<file path="src/rtl/core/swm_pkg.sv">
// Shared constants and types for the sliding window median filter.
package swm_pkg;
  localparam int MAX_WINDOW  = 64;
  localparam int SAMPLE_BITS = 16;
  localparam int IDX_W       = $clog2(MAX_WINDOW);
  localparam int CNT_W       = IDX_W + 1;
  localparam int CFG_W       = 7;
  localparam int OUT_W       = SAMPLE_BITS + 1;
  localparam logic [CFG_W-1:0] WIN_RESET = 7'd3;

  typedef logic signed [SAMPLE_BITS-1:0] sample_t;
  typedef logic [IDX_W-1:0]              idx_t;
  typedef logic [CNT_W-1:0]              cnt_t;

  // Memory port request from the sequencer to the sorted store.
  typedef struct packed {
    logic    rd_en;
    idx_t    rd_addr;
    logic    wr_en;
    idx_t    wr_addr;
    sample_t wr_data;
  } mem_req_t;
endpackage

</file>
<file path="src/rtl/core/swm_ram.sv">
// Single-port-write, one-read synchronous RAM with registered read data.
module swm_ram #(
  parameter int DEPTH = 64,
  parameter int WIDTH = 16
) (
  input  logic                     clk,
  input  logic                     wr_en,
  input  logic [$clog2(DEPTH)-1:0] wr_addr,
  input  logic [WIDTH-1:0]         wr_data,
  input  logic                     rd_en,
  input  logic [$clog2(DEPTH)-1:0] rd_addr,
  output logic [WIDTH-1:0]         rd_data
);
  logic [WIDTH-1:0] mem [DEPTH];

  always_ff @(posedge clk) begin
    if (wr_en) begin
      mem[wr_addr] <= wr_data;
    end
    if (rd_en) begin
      rd_data <= mem[rd_addr];
    end
  end
endmodule

</file>
<file path="src/rtl/core/sliding_window_median.sv">
// Sliding window median: top level with sequencer over sorted store and arrival ring.
// Per sample with the window full: read the oldest value from the ring, scan the sorted store
// for it, shift the entries above it down, insert the new sample, then read the median.
// Throughput: one sample in flight; the next beat is taken once the sequencer is idle,
// and a waiting result holds in its own output register, so input goes on until the next result must wait in S_OUT.
// Reset (rst_n low, synchronous): window size 3, window emptied, no result pending.
module sliding_window_median (
  input  logic        clk,
  input  logic        rst_n,
  input  logic        cfg_we,
  input  logic [6:0]  cfg_wdata,     // window_size
  input  logic        in_tvalid,
  output logic        in_tready,
  input  logic [15:0] in_tdata,      // [15:0] sample
  input  logic        in_tuser,      // [0] first
  output logic        out_tvalid,
  input  logic        out_tready,
  output logic [23:0] out_tdata      // [16:0] median_times_two, zero fill above
);
  localparam logic [3:0] S_IDLE   = 4'd0;
  localparam logic [3:0] S_ORD    = 4'd1; // not entered; S_IDLE itself issues the read of the oldest from the ring
  localparam logic [3:0] S_ORDW   = 4'd2;
  localparam logic [3:0] S_RFIND  = 4'd3; // scan sorted for oldest value
  localparam logic [3:0] S_RSHIFT = 4'd4; // shift entries down over removed slot
  localparam logic [3:0] S_INS    = 4'd5; // shift entries up from top until place found
  localparam logic [3:0] S_MED0   = 4'd6;
  localparam logic [3:0] S_MED1   = 4'd7;
  localparam logic [3:0] S_MED2   = 4'd8;
  localparam logic [3:0] S_OUT    = 4'd9;

  logic [3:0]             state_r, state_nxt;
  logic [6:0]             win_r;
  swm_pkg::cnt_t          fill_r, fill_nxt;
  swm_pkg::idx_t          old_r, old_nxt;
  swm_pkg::sample_t       smp_r, smp_nxt;
  swm_pkg::sample_t       oldv_r, oldv_nxt;
  swm_pkg::cnt_t          i_r, i_nxt;
  swm_pkg::cnt_t          n_r, n_nxt;
  logic                   rdv_r, rdv_nxt;
  logic signed [swm_pkg::OUT_W-1:0] acc_r, acc_nxt;
  logic signed [swm_pkg::OUT_W-1:0] res_r, res_nxt;
  logic                   emit_r, emit_nxt;
  swm_pkg::cnt_t          w_eff;
  swm_pkg::mem_req_t      sreq, rreq;
  swm_pkg::sample_t       s_rd, r_rd;

  // Effective window: clamp to 1..MAX_WINDOW.
  always_comb begin
    if (win_r == '0) begin
      w_eff = swm_pkg::cnt_t'(1);
    end else if (win_r > 7'(swm_pkg::MAX_WINDOW)) begin
      w_eff = swm_pkg::cnt_t'(swm_pkg::MAX_WINDOW);
    end else begin
      w_eff = swm_pkg::cnt_t'(win_r);
    end
  end

  swm_ram #(.DEPTH(swm_pkg::MAX_WINDOW), .WIDTH(swm_pkg::SAMPLE_BITS)) u_sorted (
    .clk(clk), .wr_en(sreq.wr_en), .wr_addr(sreq.wr_addr), .wr_data(sreq.wr_data),
    .rd_en(sreq.rd_en), .rd_addr(sreq.rd_addr), .rd_data(s_rd));

  swm_ram #(.DEPTH(swm_pkg::MAX_WINDOW), .WIDTH(swm_pkg::SAMPLE_BITS)) u_ring (
    .clk(clk), .wr_en(rreq.wr_en), .wr_addr(rreq.wr_addr), .wr_data(rreq.wr_data),
    .rd_en(rreq.rd_en), .rd_addr(rreq.rd_addr), .rd_data(r_rd));

  assign in_tready  = (state_r == S_IDLE);
  assign out_tvalid = emit_r;
  assign out_tdata  = {7'd0, res_r};

  // Sequencer. Reads issued in one cycle return data the next (rdv_r marks it).
  always_comb begin
    state_nxt = state_r;
    fill_nxt  = fill_r;
    old_nxt   = old_r;
    smp_nxt   = smp_r;
    oldv_nxt  = oldv_r;
    i_nxt     = i_r;
    n_nxt     = n_r;
    rdv_nxt   = 1'b0;
    acc_nxt   = acc_r;
    res_nxt   = res_r;
    emit_nxt  = emit_r;
    sreq      = '0;
    rreq      = '0;
    if (emit_r && out_tready) begin
      emit_nxt = 1'b0;
    end
    unique case (state_r)
      S_IDLE: begin
        if (in_tvalid && in_tready) begin
          smp_nxt = swm_pkg::sample_t'(in_tdata);
          if (in_tuser || fill_r < w_eff) begin
            // Still filling: append to ring, insert among n held entries.
            if (in_tuser) begin
              fill_nxt = swm_pkg::cnt_t'(1);
              old_nxt  = '0;
              n_nxt    = '0;
            end else begin
              fill_nxt = fill_r + 1'b1;
              n_nxt    = fill_r;
            end
            rreq.wr_en   = 1'b1;
            rreq.wr_addr = in_tuser ? '0 : swm_pkg::idx_t'(fill_r);
            rreq.wr_data = swm_pkg::sample_t'(in_tdata);
            i_nxt        = in_tuser ? '0 : fill_r;
            state_nxt    = S_INS;
          end else begin
            rreq.rd_en   = 1'b1;
            rreq.rd_addr = old_r;
            state_nxt    = S_ORDW;
          end
        end
      end
      S_ORD: begin
        state_nxt = S_ORDW;
      end
      S_ORDW: begin
        // Oldest value arrives; overwrite ring slot and advance pointer.
        oldv_nxt     = r_rd;
        rreq.wr_en   = 1'b1;
        rreq.wr_addr = old_r;
        rreq.wr_data = smp_r;
        old_nxt      = (swm_pkg::cnt_t'(old_r) + 1'b1 >= w_eff) ? '0 : old_r + 1'b1;
        i_nxt        = '0;
        sreq.rd_en   = 1'b1;
        sreq.rd_addr = '0;
        rdv_nxt      = 1'b1;
        state_nxt    = S_RFIND;
      end
      S_RFIND: begin
        if (rdv_r) begin
          if (s_rd == oldv_r || i_r + 1'b1 >= w_eff) begin
            state_nxt = S_RSHIFT;
            if (i_r + 1'b1 < w_eff) begin
              sreq.rd_en   = 1'b1;
              sreq.rd_addr = swm_pkg::idx_t'(i_r + 1'b1);
              rdv_nxt      = 1'b1;
            end
          end else begin
            i_nxt        = i_r + 1'b1;
            sreq.rd_en   = 1'b1;
            sreq.rd_addr = swm_pkg::idx_t'(i_r + 1'b1);
            rdv_nxt      = 1'b1;
          end
        end
      end
      S_RSHIFT: begin
        // Move entry i+1 to i until top reached; then insert among W-1.
        if (rdv_r) begin
          sreq.wr_en   = 1'b1;
          sreq.wr_addr = swm_pkg::idx_t'(i_r);
          sreq.wr_data = s_rd;
          i_nxt        = i_r + 1'b1;
          if (i_r + 2'd2 < w_eff) begin
            sreq.rd_en   = 1'b1;
            sreq.rd_addr = swm_pkg::idx_t'(i_r + 2'd2);
            rdv_nxt      = 1'b1;
          end
        end else begin
          n_nxt     = w_eff - 1'b1;
          i_nxt     = w_eff - 1'b1;
          state_nxt = S_INS;
        end
      end
      S_INS: begin
        // i is the free slot; compare with entry i-1 and shift it up if larger.
        if (i_r == '0) begin
          sreq.wr_en   = 1'b1;
          sreq.wr_addr = '0;
          sreq.wr_data = smp_r;
          state_nxt    = S_MED0;
        end else if (!rdv_r) begin
          sreq.rd_en   = 1'b1;
          sreq.rd_addr = swm_pkg::idx_t'(i_r - 1'b1);
          rdv_nxt      = 1'b1;
        end else if (s_rd > smp_r) begin
          sreq.wr_en   = 1'b1;
          sreq.wr_addr = swm_pkg::idx_t'(i_r);
          sreq.wr_data = s_rd;
          i_nxt        = i_r - 1'b1;
        end else begin
          sreq.wr_en   = 1'b1;
          sreq.wr_addr = swm_pkg::idx_t'(i_r);
          sreq.wr_data = smp_r;
          state_nxt    = S_MED0;
        end
      end
      S_MED0: begin
        if (fill_r < w_eff) begin
          state_nxt = S_IDLE;
        end else begin
          sreq.rd_en   = 1'b1;
          sreq.rd_addr = swm_pkg::idx_t'(w_eff >> 1);
          state_nxt    = S_MED1;
        end
      end
      S_MED1: begin
        acc_nxt = swm_pkg::OUT_W'(s_rd);
        if (w_eff[0]) begin
          acc_nxt   = {s_rd, 1'b0};
          state_nxt = S_OUT;
        end else begin
          sreq.rd_en   = 1'b1;
          sreq.rd_addr = swm_pkg::idx_t'((w_eff >> 1) - 1'b1);
          state_nxt    = S_MED2;
        end
      end
      S_MED2: begin
        acc_nxt   = acc_r + swm_pkg::OUT_W'(s_rd);
        state_nxt = S_OUT;
      end
      S_OUT: begin
        // Hand over to the output register once it is free or being drained.
        if (!emit_r || out_tready) begin
          res_nxt   = acc_r;
          emit_nxt  = 1'b1;
          state_nxt = S_IDLE;
        end
      end
      default: begin
        state_nxt = S_IDLE;
      end
    endcase
  end

  // Control and payload registers.
  always_ff @(posedge clk) begin
    if (!rst_n) begin
      state_r <= S_IDLE;
      win_r   <= swm_pkg::WIN_RESET;
      fill_r  <= '0;
      old_r   <= '0;
      rdv_r   <= 1'b0;
      emit_r  <= 1'b0;
    end else begin
      state_r <= state_nxt;
      rdv_r   <= rdv_nxt;
      emit_r  <= emit_nxt;
      if (cfg_we) begin
        win_r  <= cfg_wdata;
        fill_r <= '0;
        old_r  <= '0;
      end else begin
        fill_r <= fill_nxt;
        old_r  <= old_nxt;
      end
    end
  end

  always_ff @(posedge clk) begin
    smp_r  <= smp_nxt;
    oldv_r <= oldv_nxt;
    i_r    <= i_nxt;
    n_r    <= n_nxt;
    acc_r  <= acc_nxt;
    res_r  <= res_nxt;
  end

  // Checks.
  a_fill_bound: assert property (@(posedge clk) disable iff (!rst_n)
    fill_r <= swm_pkg::cnt_t'(swm_pkg::MAX_WINDOW))
    else $error("fill count beyond window");
  a_no_accept_busy: assert property (@(posedge clk) disable iff (!rst_n)
    (state_r != S_IDLE) |-> !in_tready)
    else $error("ready while busy");
  a_out_hold: assert property (@(posedge clk) disable iff (!rst_n)
    (out_tvalid && !out_tready) |=> (out_tvalid && $stable(out_tdata)))
    else $error("result dropped while stalled");
  a_ins_bound: assert property (@(posedge clk) disable iff (!rst_n)
    (state_r == S_INS) |-> (i_r <= n_r))
    else $error("insert slot above held count");
endmodule

</file>
<file path="config.mk">
export PLATFORM = sky130hd
export DESIGN_NAME = sliding_window_median
export DESIGN_NICKNAME = d
export VERILOG_FILES = /design/src/rtl/core/swm_pkg.sv /design/src/rtl/core/swm_ram.sv /design/src/rtl/core/sliding_window_median.sv
export SDC_FILE = /design/constraint.sdc
export NUM_CORES = 2
export LEC_CHECK = 0
export BUFFER_PORTS_ARGS = -buffer_cell sky130_fd_sc_hd__buf_2
export CAP_MARGIN = 20
export CORE_MARGIN = 5
export CORE_UTILIZATION = 30
export DETAILED_ROUTE_END_ITERATION = 10
export PLACE_DENSITY_LB_ADDON = 0.2
export SETUP_SLACK_MARGIN = 0.5
export SLEW_MARGIN = 20
export SYNTH_ARGS = -nofsm -noshare
export SYNTH_HDL_FRONTEND = slang
export SYNTH_SLANG_ARGS = --single-unit
</file>
<file path="constraint.sdc">
create_clock -name clk -period 10.4 [get_ports clk]
set_clock_uncertainty 0.2 [all_clocks]
set_input_delay 1.04 -clock clk [delete_from_list [all_inputs] [get_ports clk]]
set_output_delay 1.04 -clock clk [all_outputs]
set_load 0.005 [all_outputs]
</file>
# After elaboration in Yosys (flattened, before gate mapping)
# Memory sizes are Yosys's and may differ from the RTL's. A register that Yosys moved wholly into a read port is not among the register bits.
# Index checks and enable logic that the tools add are counted.
# classes
addsub,9
order_cmp,7
n_eq_ne,23
mux,67
n_bitwise,1
reduce_logical,19
# ops
operator,n
2-to-1 mux 7 bit,22
case mux 23 bit (2 select lines),2
2-to-1 mux 23 bit,3
2-to-1 mux 30 bit,2
case mux 7 bit (6 select lines),1
case mux 4 bit (10 select lines),1
case mux 7 bit (5 select lines),1
case mux 17 bit (2 select lines),1
2-to-1 mux 16 bit,2
2-to-1 mux 4 bit,8
2-to-1 mux 6 bit,5
less-than comparator 7 bit,3
adder 17 x 16 -> 17 bit,1
equality test 16 bit,1
"equality test 4 x 3 -> 1 bit, second input constant",4
greater-than comparator 16 bit,1
"!= test 2 bit, second input constant",8
2-to-1 mux 1 bit,15
"adder 7 x 1 -> 7 bit, second input constant",2
>= comparator 7 bit,2
zero test 7 bit,2
"subtractor 7 x 1 -> 7 bit, second input constant",2
case mux 6 bit (2 select lines),1
"equality test 4 x 2 -> 1 bit, second input constant",2
24 further kinds,34
# totals
reg_bits,99
ramBits,2048
inputBits,29
out_inout_bits,26
word_cells,139
mem_count,2
# mem_list
name,words,width,read_ports,rd_clocked_by_memory_dff,write_ports,line,source
u_ring.mem,64,16,1,1,1,swm_ram.sv:14,logic [WIDTH-1:0] mem [DEPTH];
u_sorted.mem,64,16,1,1,1,swm_ram.sv:14,

# Longest topological paths before layout
# depth
word_depth,10
mapped_depth,20
ltp_nobuf,14

# Hierarchy
# From an unflattened synthesis, not the netlist that was laid out.
# unflattened
cells_unflattened,4429
area_unflattened_um2,87667.8
# modules_own_cells
module,n_inst,cells_per_inst,area_each_um2
swm_ram,2,1829,40202.3
sliding_window_median,1,771,7263.2

# Least setup slack after synthesis
# Ideal clock, no wire load.
# synth_path
path_type,flip-flop to flip-flop
startpoint,"register u_sorted.rd_data[1], read port of u_sorted.mem"
endpoint,"memory u_sorted.mem[0][0], data pin"
arrival_ns,4.557
t_required_ns,9.498
slack_ns,4.941
path_stages_with_launch,12
path_cell_list,edfxtp_1 > ha_1 > nor2b_1 > o21a_1 > o21a_1 > o21a_1 > o21a_1 > o21ai_0 > a31oi_1 > nor2b_1 > a31oi_1 > o21ai_0
# synth_lines
item,line,source
"start, declared",swm_ram.sv:12,output logic [WIDTH-1:0] rd_data
"end, declared",swm_ram.sv:14,

# Final worst setup path
# layout_path
startpoint,register win_r[6]
endpoint,"register u_sorted.rd_data[15], read port of u_sorted.mem, data pin"
# layout_via
elab_chain_cells,8
word_cells_on_any_way,18
cone_classes,1 x add/sub; 5 x order compare; 10 x mux; 2 x reduce/logical
# layout_lines
item,line,source
"start, declared",sliding_window_median.sv:32,logic [6:0] win_r;
"start signal, assigned",sliding_window_median.sv:230,win_r <= swm_pkg::WIN_RESET;
"start signal, assigned",sliding_window_median.sv:240,win_r <= cfg_wdata;
greater-than comparator 7 bit,sliding_window_median.sv:51,end else if (win_r > 7'(swm_pkg::MAX_WINDOW)) begin
2-to-1 mux 7 bit,sliding_window_median.sv:51,
2-to-1 mux 7 bit (*),sliding_window_median.sv:49,if (win_r == '0) begin
less-than comparator 7 bit or >= comparator 7 bit (tied branches),"sliding_window_median.sv:134, sliding_window_median.sv:132",
2-to-1 mux 7 bit or logical OR 1 bit (tied branches),"sliding_window_median.sv:134, sliding_window_median.sv:132",
2-to-1 mux 7 bit,sliding_window_median.sv:132,if (s_rd == oldv_r || i_r + 1'b1 >= w_eff) begin
2-to-1 mux 7 bit,sliding_window_median.sv:131,if (rdv_r) begin
case mux 7 bit (6 select lines) (*),sliding_window_median.sv:88,unique case (state_r)
# Every way passes the cells marked *; elsewhere a longest branch is shown, timed or not.
# A chain may end at the register's enable or synchronous reset.

==> results.json <==
{
  "tritoncts": "done",
  "worstPathCellList": "inv_1 -> nand2_1 -> ha_1 -> a21o_1 -> and2_1 -> o21ai_0 -> a21oi_1 -> a211oi_4 -> buf_4 -> buf_4 -> buf_4 -> and3_1 -> a211oi_1 -> o41ai_1 -> nand3_1 -> nor4_1",
  "gp_congestion": 0.851,
  "syn_area_um2": 89800,
  "vias_per_cell": 5.39,
  "status": "finished, final reports clean",
  "htreeDepth": 4,
  "startpoint_type": "flop",
  "cts_buffer_depth": 4,
  "yosys.area_share.simple_pct": 10.3,
  "core-area_um2": 298000,
  "yosysTopAreaCellShare_pct": 72.0,
  "ys_seq_area_share_pct": 72.6,
  "async_reset_ff_share_pct": 0,
  "die_w_um": 557,
  "hold_violations": 0,
  "power_mw": 24.9,
  "maxSlewHeadroom_pct": 16.4,
  "tns_ps": 0,
  "dp.cells": 10100,
  "period_needed_ps": 7130,
  "start_util_pct": 30.2,
  "synth_top_area_cell": "edfxtp_1",
  "numCtsBuffers": 224,
  "synthXorXnorAreaFrac_pct": 0.560,
  "cts_num_sinks": 2179,
  "drtPass1Iterations": 7,
  "crit_slowest_cell": "buf_4",
  "drv_cap": 0,
  "fin_nets": 6468,
  "root_buffer": "clkbuf_16",
  "crit_fanout": 87,
  "slowest_delay_ps": 770,
  "critPathTopFamily": "buffers and inverters",
  "synth_fa_ha_area_share_pct": 0.956,
  "dp_slack_ps": 3360,
  "worstMarginPinSlew_ps": 1240,
  "netlist_top_cells_area": "edfxtp_1, a211oi_1, nand2_1",
  "power.density_nw_per_um2": 242,
  "synth-edff-count": 2153,
  "grt_pass1_vias": 53800,
  "die_height_um": 557,
  "ys_ff_latch": 2179,
  "num_vias": 56500,
  "crit_required_ps": 10870,
  "synth_top_family_by_area": "simple AND/OR/NAND/NOR gates",
  "wl_per_cell_um": 28.4,
  "cts.repair.resized": 0,
  "drc": 0,
  "avgSynthCellArea_um2": 14.4,
  "timing.final.crit_share_pct": 68.5,
  "ant_nets": 0,
  "irDropWorstVdd_mv": 0.270,
  "ys_dominant_reg_cell": "edfxtp_1",
  "path_buf_inv": 4,
  "final_cell_mix": "edfxtp_1, nand2_1, and3_1, a211oi_1, nor2_1",
  "p_leak_nw": 32.1,
  "grt_max_degree": 135,
  "io_pins": 55,
  "synth_cells": 6254,
  "std_cell_rows": 200,
  "wl_met1_mm": 132,
  "instances_no_fill": 10500,
  "final_common_cell": "edfxtp_1",
  "io_buffers": 47,
  "area_growth_pct": 14.5,
  "synthMuxAreaShare_pct": 3.21,
  "clkTransAtPathRegs_ps": 60,
  "crit_type": "reg2reg",
  "fmax_ghz": 0.140,
  "dr_wl_met3_mm": 18.5,
  "drt_wl_total_mm": 298,
  "hold_path.class": "in2reg",
  "top_layer": "met5",
  "arrival_ps": 7600,
  "grt_overflow": 0,
  "setup_viol": 0,
  "drive_gt1_share_pct": 12.5,
  "path_common_cell": "buf_4",
  "yosys_warnings": 0,
  "cts_setup_buffers": 0,
  "track_usage_pct": 18.5,
  "drtIter0Drc": 6226,
  "maxSlewViolCount": 0,
  "synth_compound_area_share_pct": 10.2,
  "ys_types": 97,
  "layout_setup_ws_ps": 3270,
  "rsz0062_at_grt": "no",
  "die-area_um2": 310000,
  "hpwl_mm": 175,
  "hold_buffers": 0,
  "grt_pass1_wl_mm": 419,
  "dr_wl_met2_mm": 139,
  "worstSkewPairLatency_ps": 870,
  "crit_path_end_kind": "flop",
  "antenna_found_initial": 17
}
-- state kept, by name, indices dropped and copies added (netlist names), 4 cells and up --
register          cells
u_sorted.rd_data     16
acc_r                17
res_r                17
old_r                 6
smp_r                16
u_sorted.mem       1024
u_ring.rd_data       16
i_r                   7
u_ring.mem         1024
state_r               4
oldv_r               16
fill_r                7
win_r                 7
-- worst paths after layout --
kind | startpoint | endpoint | slack [ps] | depth (start not counted)
hold / removal | in_tdata[3] | smp_r[3] | 190 | 1
hold reg to reg | u_ring.rd_data[9] | oldv_r[9] | 210 | 0
setup reg to reg | win_r[6] | u_sorted.rd_data[15] | 3270 | 16
setup / recovery | win_r[6] | u_sorted.rd_data[15] | 3270 | 16
-- final cells by class --
class,count,area (um^2)
clock buffer,274,5880
inverter,52,198
fill,28700,195000
multi-input combinational,3593,23100
sequential,2179,65200
antenna,9,22.5
tap,3939,4930
clock inverter,127,1020
timing repair buffer,321,2440
-- logic make-up after synthesis --
family                   count (synthesis)
AO/OA/AOI/OAI                         1289
XOR/XNOR                                55
adder cells (fa/ha/maj)                 68
buffers and inverters                  488
flip-flops                            2179
multiplexers                           252
other                                    1
AND/OR/NAND/NOR                       1922
-- layer usage --
| metal | track usage [%] | vias up |
|---|---|---|
| li1 | - | 24800 |
| met1 | 26.3 | 29300 |
| met2 | 29.7 | 2076 |
| met5 | 0 | - |
| met4 | 5.15 | 6 |
| met3 | 2.58 | 381 |
-- synthesized netlist by cell type, drive strengths merged (61+ instances only) --
cell type / n
and3: 421
edfxtp: 2153
o21ai: 171
o221ai: 82
a21oi: 117
ha: 67
nand3: 227
o22ai: 104
clkbuf: 288
nor2: 326
nor4: 61
mux2i: 181
nand2: 720
a31oi: 100
buf: 148
a211oi: 414
-- power by group --
group | internal (mW) | switching, mW | total, mW
registers | 10.1 | 0.156 | 10.3
logic | 2.12 | 4.70 | 6.82
clock network | 4.38 | 3.37 | 7.76
total | 16.6 | 8.23 | 24.9
-- per-stage QoR --
| stage | hold WS, ps | cell area (um^2) | util, % |
|---|---|---|---|
| 4_1_cts | 129 | 103000 | 34.5 |
| 3_5_place_dp | 205 | 95800 | 32.2 |
| 3_3_place_gp | 205 | 95700 | 32.2 |
| 5_1_grt | 147 | 103000 | 34.5 |
| 6_report | 193 | 103000 | 34.5 |
| 2_1_floorplan | 200 | 89800 | - |
No activity file was read; power rests on OpenSTA's default activity.
